## src/hw/rtl/signed_int_to_decimal_ascii_core_macros.svh

```systemverilog
// Assertion macros shared by the signed integer to decimal text core.
`ifndef SIGNED_INT_TO_DECIMAL_ASCII_CORE_MACROS_SVH
`define SIGNED_INT_TO_DECIMAL_ASCII_CORE_MACROS_SVH

// Same-cycle implication, disabled during reset.
`define SITDA_ASSERT_NOW(label, clk, rst, ante, cons, msg) \
  label: assert property (@(posedge clk) disable iff (rst) (ante) |-> (cons)) \
    else $error(msg);

// Next-cycle implication, disabled during reset.
`define SITDA_ASSERT_NEXT(label, clk, rst, ante, cons, msg) \
  label: assert property (@(posedge clk) disable iff (rst) (ante) |=> (cons)) \
    else $error(msg);

`endif

```

## src/hw/rtl/sitda_pkg.sv

```systemverilog
// Package with constants and types shared by the decimal text core.
`timescale 1ns / 1ps
`default_nettype none

package sitda_pkg;

  localparam int NUM_W    = 32;
  localparam int DIGITS   = 10;
  localparam int BCD_W    = 4 * DIGITS;
  localparam int IDX_W    = $clog2(DIGITS);
  localparam int CHUNK    = 8;
  localparam int CHAR_W   = 7;

  localparam logic [CHAR_W-1:0] CHAR_MINUS = 7'h2D;
  localparam logic [CHAR_W-1:0] CHAR_ZERO  = 7'h30;
  localparam logic [CHAR_W-1:0] CHAR_NINE  = 7'h39;

  typedef struct packed {
    logic             neg;
    logic [NUM_W-1:0] bin;
    logic [BCD_W-1:0] bcd;
  } sitda_word_t;

endpackage

`default_nettype wire

```

## src/hw/rtl/sitda_dabble_stage.sv

```systemverilog
// One pipeline stage that shifts a chunk of binary bits into the decimal digits.
`timescale 1ns / 1ps
`default_nettype none

module sitda_dabble_stage (
  input  wire logic                clk,
  input  wire logic                rst,
  input  wire logic                in_valid,
  input  wire sitda_pkg::sitda_word_t in_word,
  output logic                     in_ready,
  output logic                     out_valid,
  output sitda_pkg::sitda_word_t   out_word,
  input  wire logic                out_ready
);
  import sitda_pkg::*;

  sitda_word_t word_next;

  always_comb begin
    word_next = in_word;
    for (int j = 0; j < CHUNK; j++) begin
      for (int d = 0; d < DIGITS; d++) begin
        if (word_next.bcd[4*d +: 4] >= 4'd5) begin
          word_next.bcd[4*d +: 4] = word_next.bcd[4*d +: 4] + 4'd3;
        end
      end
      word_next.bcd = {word_next.bcd[BCD_W-2:0], word_next.bin[NUM_W-1]};
      word_next.bin = {word_next.bin[NUM_W-2:0], 1'b0};
    end
  end

  assign in_ready = !out_valid || out_ready;

  always_ff @(posedge clk) begin
    if (rst) begin
      out_valid <= 1'b0;
    end else if (in_ready) begin
      out_valid <= in_valid;
    end
  end

  always_ff @(posedge clk) begin
    if (in_ready && in_valid) begin
      out_word <= word_next;
    end
  end

endmodule

`default_nettype wire

```

## src/hw/rtl/sitda_serializer.sv

```systemverilog
// Output stage that emits the sign and the significant digits one per cycle.
`timescale 1ns / 1ps
`default_nettype none

`include "signed_int_to_decimal_ascii_core_macros.svh"

module sitda_serializer (
  input  wire logic                          clk,
  input  wire logic                          rst,
  input  wire logic                          in_valid,
  input  wire sitda_pkg::sitda_word_t        in_word,
  output logic                               in_ready,
  output logic                               strobe,
  output logic [sitda_pkg::CHAR_W-1:0]       character,
  output logic                               final_char
);
  import sitda_pkg::*;

  logic                        active;
  logic                        neg;
  logic [IDX_W-1:0]            idx;
  logic [DIGITS-1:0][3:0]      digits;
  logic [IDX_W-1:0]            lead;
  logic                        last_now;

  always_comb begin
    lead = '0;
    for (int i = 0; i < DIGITS; i++) begin
      if (in_word.bcd[4*i +: 4] != 4'd0) begin
        lead = IDX_W'(i);
      end
    end
  end

  assign last_now = active && !neg && (idx == '0);
  assign in_ready = !active || last_now;

  always_ff @(posedge clk) begin
    if (rst) begin
      active <= 1'b0;
      strobe <= 1'b0;
    end else begin
      strobe <= active;
      if (in_ready) begin
        active <= in_valid;
      end
    end
  end

  always_ff @(posedge clk) begin
    if (in_ready && in_valid) begin
      neg    <= in_word.neg;
      idx    <= lead;
      digits <= in_word.bcd;
    end else if (active) begin
      if (neg) begin
        neg <= 1'b0;
      end else if (idx != '0) begin
        idx <= idx - 1'b1;
      end
    end
  end

  always_ff @(posedge clk) begin
    if (active) begin
      if (neg) begin
        character  <= CHAR_MINUS;
        final_char <= 1'b0;
      end else begin
        character  <= CHAR_ZERO + {3'b000, digits[idx]};
        final_char <= (idx == '0);
      end
    end
  end

  `SITDA_ASSERT_NOW(a_minus_not_final, clk, rst, strobe && (character == CHAR_MINUS),
                    !final_char, "Minus sign marked as last character.")
  `SITDA_ASSERT_NOW(a_char_range, clk, rst, strobe && (character != CHAR_MINUS),
                    (character >= CHAR_ZERO) && (character <= CHAR_NINE),
                    "Character is not a decimal digit.")
  `SITDA_ASSERT_NEXT(a_text_contiguous, clk, rst, strobe && !final_char, strobe,
                     "Gap inside the text of one number.")

endmodule

`default_nettype wire

```

## src/hw/rtl/signed_int_to_decimal_ascii_core.sv

```systemverilog
// Top level of the signed 32-bit integer to decimal ASCII text core.
//
//   Channel   Direction  Handshake                 Payload
//   request   in         start high, busy low      number (32-bit signed)
//   result    out        strobe, one cycle each    character (7 bits), final_char
//
// A request passes through the sign stage and the digit conversion stages before
// the output stage registers its first character. The output stage emits one
// character per cycle, the sign of a negative number and then the significant
// digits; that stage sets the sustained rate. Reset is synchronous and clears all
// valid bits. Busy rises only when the pipeline backs up behind the output stage;
// the receiver cannot stall.
`timescale 1ns / 1ps
`default_nettype none

`include "signed_int_to_decimal_ascii_core_macros.svh"

module signed_int_to_decimal_ascii_core (
  input  wire logic                            clk,
  input  wire logic                            rst,
  input  wire logic                            start,
  input  wire logic signed [sitda_pkg::NUM_W-1:0] number,
  output logic                                 busy,
  output logic                                 strobe,
  output logic [sitda_pkg::CHAR_W-1:0]         character,
  output logic                                 final_char
);
  import sitda_pkg::*;

  localparam int STAGES = NUM_W / CHUNK;

  logic        v0;
  sitda_word_t w0;
  logic        accept;

  logic        st_valid [STAGES+1];
  sitda_word_t st_word  [STAGES+1];
  logic        st_ready [STAGES+1];

  assign busy   = v0 && !st_ready[0];
  assign accept = start && !busy;

  always_ff @(posedge clk) begin
    if (rst) begin
      v0 <= 1'b0;
    end else if (!busy) begin
      v0 <= start;
    end
  end

  always_ff @(posedge clk) begin
    if (accept) begin
      w0.neg <= number[NUM_W-1];
      w0.bin <= number[NUM_W-1] ? (NUM_W'(0) - NUM_W'(number)) : NUM_W'(number);
      w0.bcd <= '0;
    end
  end

  assign st_valid[0] = v0;
  assign st_word[0]  = w0;

  for (genvar g = 0; g < STAGES; g++) begin : g_stage
    sitda_dabble_stage u_stage (
      .clk       (clk),
      .rst       (rst),
      .in_valid  (st_valid[g]),
      .in_word   (st_word[g]),
      .in_ready  (st_ready[g]),
      .out_valid (st_valid[g+1]),
      .out_word  (st_word[g+1]),
      .out_ready (st_ready[g+1])
    );
  end

  sitda_serializer u_ser (
    .clk        (clk),
    .rst        (rst),
    .in_valid   (st_valid[STAGES]),
    .in_word    (st_word[STAGES]),
    .in_ready   (st_ready[STAGES]),
    .strobe     (strobe),
    .character  (character),
    .final_char (final_char)
  );

  `SITDA_ASSERT_NEXT(a_accept_loads, clk, rst, accept, v0, "Accepted request did not enter the sign stage.")
  `SITDA_ASSERT_NEXT(a_busy_holds, clk, rst, busy, v0 && $stable(w0), "Stalled sign stage lost its request.")

endmodule

`default_nettype wire

```

## config.mk

```make
export PLATFORM = sky130hd
export DESIGN_NAME = signed_int_to_decimal_ascii_core
export DESIGN_NICKNAME = d
export VERILOG_FILES = /design/src/hw/rtl/sitda_pkg.sv /design/src/hw/rtl/sitda_dabble_stage.sv /design/src/hw/rtl/sitda_serializer.sv /design/src/hw/rtl/signed_int_to_decimal_ascii_core.sv
export VERILOG_INCLUDE_DIRS = /design/src /design/src/hw/rtl
export SDC_FILE = /design/constraint.sdc
export NUM_CORES = 1
export LEC_CHECK = 0
export BUFFER_PORTS_ARGS = -buffer_cell sky130_fd_sc_hd__clkbuf_2
export CORE_ASPECT_RATIO = 0.8
export CORE_UTILIZATION = 45
export CTS_CLUSTER_SIZE = 14
export DETAILED_ROUTE_END_ITERATION = 16
export PLACE_DENSITY = 0.68
export SLEW_MARGIN = 10
export SYNTH_ARGS = -nofsm -noshare
export SYNTH_HDL_FRONTEND = slang
export SYNTH_SLANG_ARGS = --single-unit
```

## constraint.sdc

```tcl
create_clock -name clk -period 7.47 [get_ports clk]
set_clock_uncertainty 0.2 [all_clocks]
set_input_delay 1.494 -clock clk [delete_from_list [all_inputs] [get_ports clk]]
set_output_delay 1.494 -clock clk [all_outputs]
set_load 0.01 [all_outputs]
```

==> results_dict.tcl, run 1 <==
set metrics [dict create \
    antenna_found_initial 0 \
    status "finished clean" \
    cpPeakStageDelay_ns 0.54 \
    syn-cell-area_sq_um 28000 \
    drv_cap 0 \
    clkLatencyLatePin_ns 0.58 \
    clk_path_buf_depth 3 \
    r2r-start "g_stage[2].u_stage.out_word[21]" \
    synth_edf_count 238 \
    synth_top_area_share_pct 25.5 \
    crit_path_max_fanout 8 \
    rsz0062_at_grt "yes" \
    firstDrtPassIters 6 \
    r2r_cells 29 \
    synth_nets 3542 \
    syn_inst 3360 \
    fp-row-count 81 \
    period_needed_ns 6.92 \
    fin_util_pct 49.5 \
    drtAntennaViolNets 0 \
    cp-startpoint "g_stage[2].u_stage.out_word[21]" \
    port_buffers 42 \
    path_clk_slew_ns 0.06 \
    r2r_end "g_stage[3].u_stage.out_word[28]" \
    drive_above_1_share_pct 13.6 \
    rrSetupSlack_ns 0.55 \
    drc 0 \
    cpMostUsedCell "ha_1" \
    ys.flop_type "edfxtp_1" \
    relSlewSlack_pct 26.3 \
    end_kind "register" \
    yosys_register_bits 245 \
    vias_per_cell 5.72 \
    clock-sinks 245 \
    area_growth_pct 8.32 \
    grt_pass1_vias 21000 \
    initial_utilization_pct 45.7 \
    synth.largest_area_cell "edfxtp_1" \
    worstPathArrival_ns 7.01 \
    ios 45 \
    n_antenna_cell 0 \
    grt_pass1_wl_microns 95500 \
    routabilityCongestion 0.826 \
    syn_avg_cell_area_sq_um 8.34 \
    yosys-top-cells-area "edfxtp_1, ha_1, a21oi_1" \
    core_sq_um 61300 \
    wl_microns 55700 \
    overflow 0 \
    root_buffer "clkbuf_16" \
    cts_tree "built" \
    setup_viol 0 \
    worst-setup-path-type "reg -> reg" \
    route.vias.total 24100 \
    seq_area_frac_synth_pct 26.0 \
    synth.distinct_cells 141 \
    die_w_microns 281 \
    synthArstFlopShare_pct 0 \
    min_path_type "reg -> reg" \
    drt_iter0_markers 1648 \
    startpoint_type "register" \
    synth_warnings 0 \
    h-tree-depth 1 \
    fmax_mhz 145 \
    worstMarginPinSlew_ns 1.11 \
    timing.final.crit_share_pct 92.6 \
    finalHoldViolCount 0 \
    slew_violations 0 \
    dp_hpwl_microns 41800 \
    cts_buffers 28 \
    layout.nets 3552 \
    synth_most_common_cell "nand2_1" \
    grt_use_total_pct 17.1 \
    endpoint "g_stage[3].u_stage.out_word[28]" \
    synth_common_cells "nand2_1, nor2_1, a21oi_1" \
    cpMaxStageDelayCell "nor4bb_2" \
    wl_per_cell_microns 13.2 \
    die_h_microns 225 \
    dieArea_sq_um 63300 \
    grt_max_degree 42 \
    cp.required_ns 7.56 \
]
-- cell type report --
type	instances	area, sq um
sequential	245	7290
tap	830	1040
clock inverter	13	146
inverter	232	871
timing repair buffer	86	541
fill	5766	31000
multi-input combinational	2777	19700
clock buffer	38	779
-- critical path, delay by kind of cell, from the launching register on --
kind                       cells  cell delay, ns
muxes                          2            0.45
DFF                            1            0.42
xor gates and xnor gates       1            0.16
buffers and inverters          3            0.36
adders and majority gates      6            1.50
and+or+nand+nor                8            1.78
AOI/OAI and AO/OA              9            1.80
-- worst min-delay path by stage --
| stage | depth (start not counted) | slack (ns) | endpoint | start |
|---|---|---|---|---|
| after detailed placement | 0 | 0.20 | g_stage[0].u_stage.out_word[57] | st_word[341] |
| after global routing | 0 | 0.22 | g_stage[1].u_stage.out_word[72] | g_stage[0].u_stage.out_word[72] |
| after global placement | 0 | 0.20 | g_stage[0].u_stage.out_word[53] | st_word[337] |
| after floorplan | 0 | 0.20 | g_stage[0].u_stage.out_word[0] | st_word[356] |
| after CTS | 0 | 0.22 | g_stage[1].u_stage.out_word[61] | g_stage[0].u_stage.out_word[53] |
| final | 0 | 0.22 | g_stage[2].u_stage.out_word[65] | g_stage[1].u_stage.out_word[57] |
-- sequential cells by signal (all words and copies together) (netlist names) --
| signal | flops |
|---|---|
| u_ser.strobe | 1 |
| u_ser.active | 1 |
| u_ser.neg | 1 |
| g_stage.u_stage.out_valid | 4 |
| st_word | 33 |
| u_ser.idx | 4 |
| u_ser.character | 5 |
| v0 | 1 |
| g_stage.u_stage.out_word | 154 |
| u_ser.final_char | 1 |
| u_ser.digits | 40 |
-- placed cells by master (no fill, tap or decap), drive strengths merged, types with 31 or more instances in the layout --
master,count
edfxtp,238
nand2b,64
inv,233
mux2,62
o31ai,32
a21oi,251
xnor2,109
and2,50
nor2,282
a211oi,70
nor3,85
a21o,43
mux2i,111
o21ai,290
ha,147
xor2,33
nor2b,62
a31oi,50
a21boi,31
buf,44
o211ai,54
nand2,285
nand3,72
or2,39
o22ai,53
or3,41
clkbuf,80
o21a,38
-- stage by stage --
step           setup slack, ns  setup TNS, ns  std cells  area, sq um  hold slack, ns
5_1_grt                -0.0797         -0.299       4221        30300           0.220
4_1_cts                  0.213              0       4210        30000           0.217
2_1_floorplan            0.455              0       3360        28000           0.200
3_5_place_dp             0.211              0       4159        29100           0.205
6_report                 0.553              0       4221        30300           0.216
3_3_place_gp             0.402              0       4159        29100           0.200
-- what timing repair did --
item                                    4_1_cts  5_1_grt
gates resized for setup                       0       56
buffers inserted                              0       11
endpoints found under the setup margin        0       50
hold buffers                                  0        0
-- cell families (layout without fill, tap and decap cells) --
group | after synthesis | in the layout | share of synthesized area [%]
AO/OA/AOI/OAI | 1199 | 1199 | 30.1
AND/OR/NAND/NOR | 1095 | 1095 | 19.5
buffers and inverters | 338 | 369 | 4.82
flip-flops | 245 | 245 | 26.0
multiplexers | 182 | 182 | 7.46
adder cells (fa/ha/maj) | 155 | 155 | 6.85
XOR/XNOR | 144 | 144 | 5.27
other | 2 | 2 | 0.0268
-- routing by layer --
layer | up-vias | global-route usage [%] | wire length [microns]
met2 | 322 | 25.9 | 23100
li1 | 12700 | - | -
met3 | 40 | 1.59 | 1650
met1 | 11100 | 26.4 | 30300
met5 | - | 0 | 0
met4 | 0 | 2.63 | 705
Power of run 1 is not shown: default switching activity piles up to over one toggle a cycle in this logic, so the estimate is an artifact.
==> run 2, diff against run 1 <==
--- a/config.mk
+++ b/config.mk
@@ -8,10 +8,10 @@
 export LEC_CHECK = 0
 export BUFFER_PORTS_ARGS = -buffer_cell sky130_fd_sc_hd__clkbuf_2
 export CORE_ASPECT_RATIO = 0.8
-export CORE_UTILIZATION = 45
+export CORE_UTILIZATION = 30
 export CTS_CLUSTER_SIZE = 14
 export DETAILED_ROUTE_END_ITERATION = 16
-export PLACE_DENSITY = 0.68
+export PLACE_DENSITY = 0.51
 export SLEW_MARGIN = 10
 export SYNTH_ARGS = -nofsm -noshare
 export SYNTH_HDL_FRONTEND = slang
==> run 2 against run 1 <==
Maximum frequency is 0.97% lower; count of clock-buffer cells in the layout fell by 3; first-iteration DRC count down 2.3%; routed wire length grew 6.6%; setup slack got worse by 0.068 ns; largest cell class unchanged; via count decreased by 0.74%; flip-flop and latch count did not move.
==> results_dict.tcl, run 2 (synthesized netlist as in run 1, its figures left out) <==
set metrics [dict create \
    path_buf_inv 10 \
    clkLatencyLatePin_ns 0.62 \
    cts_buffers 29 \
    fin_util_pct 33.7 \
    route.vias.total 24000 \
    drv_cap 0 \
    status "finished clean" \
    layout_common_cells "nand2_1, nor2_1, edfxtp_1" \
    cpMaxStageDelayCell "or4_1" \
    drtAntennaViolNets 0 \
    ios 45 \
    dieArea_sq_um 94600 \
    worst-setup-path-type "reg -> reg" \
    drt_iter0_markers 1610 \
    crit_path_max_fanout 10 \
    relSlewSlack_pct 25.4 \
    worstMarginPinSlew_ns 1.11 \
    slew_violations 0 \
    routabilityCongestion 0.771 \
    antenna_found_initial 1 \
    setup_viol 0 \
    cpPeakStageDelay_ns 0.54 \
    vias_per_cell 5.18 \
    cpLargestDelayFamily "compound AO/OA/AOI/OAI gates" \
    fmax_mhz 143 \
    h-tree-depth 1 \
    path_clk_slew_ns 0.06 \
    area_growth_pct 10.4 \
    die_w_microns 344 \
    finalHoldViolCount 0 \
    clock-sinks 245 \
    core_sq_um 91800 \
    initial_utilization_pct 30.5 \
    grt_use_total_pct 12.2 \
    hold_depth 0 \
    die_h_microns 275 \
    layout.nets 3573 \
    cts_hold_buf 0 \
    grt_pass1_vias 21100 \
    wl_microns 59400 \
    overflow 0 \
    root_buffer "clkbuf_16" \
    final_common_cell "nand2_1" \
    whs_ns 0.215 \
    cts_tree "built" \
    worstSetupPathDepth 35 \
    cp.required_ns 7.58 \
    r2r_cells 35 \
    wl_per_cell_microns 12.8 \
    port_buffers 42 \
    timing.final.crit_share_pct 93.5 \
    firstDrtPassIters 5 \
    largest_reg_flops 154 \
    end_kind "register" \
    period_needed_ns 6.99 \
    startpoint_type "register" \
    largest-register "g_stage.u_stage.out_word" \
    rsz0062_at_grt "yes" \
    drive_above_1_share_pct 13.9 \
    worstPathArrival_ns 7.10 \
    dp_hpwl_microns 44900 \
    n_antenna_cell 0 \
    grt_max_degree 42 \
    fp-row-count 99 \
    clk_path_buf_depth 3 \
    drc 0 \
    grt_pass1_wl_microns 101000 \
    min_path_type "reg -> reg" \
]
-- run 2: changes by cell type in the layout (fill, tap and decap cells not counted), moves of 2 or more --
| cell | change |
|---|---|
| buf_4 | +20 |
| clkinv_1 | +4 |
| clkinvlp_4 | +4 |
| a211oi_1 | -2 |
| a31oi_1 | +2 |
| a31oi_2 | -2 |
| mux2i_1 | +2 |
| mux2i_2 | -2 |
| clkbuf_8 | -2 |
| clkinv_4 | -2 |
| a211oi_2 | +2 |
-- run 2: metrics by stage --
stage / setup slack [ns] / std cells / instance area [sq um] / TNS [ns]
3_5_place_dp: 0.109 / 4554 / 29700 / 0
5_1_grt: -0.121 / 4625 / 30900 / -0.294
2_1_floorplan: 0.455 / 3360 / 28000 / 0
6_report: 0.485 / 4625 / 30900 / 0
4_1_cts: 0.0912 / 4607 / 30600 / 0
3_3_place_gp: 0.288 / 4554 / 29700 / 0
-- run 2: layer usage --
| metal | GRT usage [%] | up-vias | routed length (microns) |
|---|---|---|---|
| met3 | 1.40 | 49 | 1580 |
| met1 | 19.5 | 10900 | 33900 |
| li1 | - | 12800 | - |
| met2 | 17.3 | 222 | 23200 |
| met5 | 0 | - | 0 |
| met4 | 2.12 | 0 | 732 |
-- run 2: worst paths after layout --
check / start / to / slack (ns)
setup / recovery: g_stage[2].u_stage.out_word[8] / g_stage[3].u_stage.out_word[9] / 0.48
hold / removal: st_word[342] / g_stage[0].u_stage.out_word[58] / 0.21
setup reg to reg: g_stage[2].u_stage.out_word[8] / g_stage[3].u_stage.out_word[9] / 0.48
hold reg to reg: st_word[342] / g_stage[0].u_stage.out_word[58] / 0.21
-- run 2: worst reg2reg max path: cells and delay by family (launching register included) --
kind,cells,cell delay [ns]
buffers and inverters,10,0.87
and+or+nand+nor,6,1.08
adders and majority gates,7,1.42
DFF,1,0.50
AOI/OAI and AO/OA,12,2.63
-- run 2: final cells by class --
class	count	area (sq um)
repair buffers	106	691
multi-input cells	2777	19700
flip-flops and latches	245	7290
clock buffers	35	748
well taps	1212	1520
clock inverters	18	141
inverters	232	871
fillers	9443	60800
-- run 2: repair_timing --
action,in CTS,in global routing
resized for setup,0,55
endpoints found under the setup margin,0,55
setup buffers,0,18
Power of run 2 is left out for the same reason.
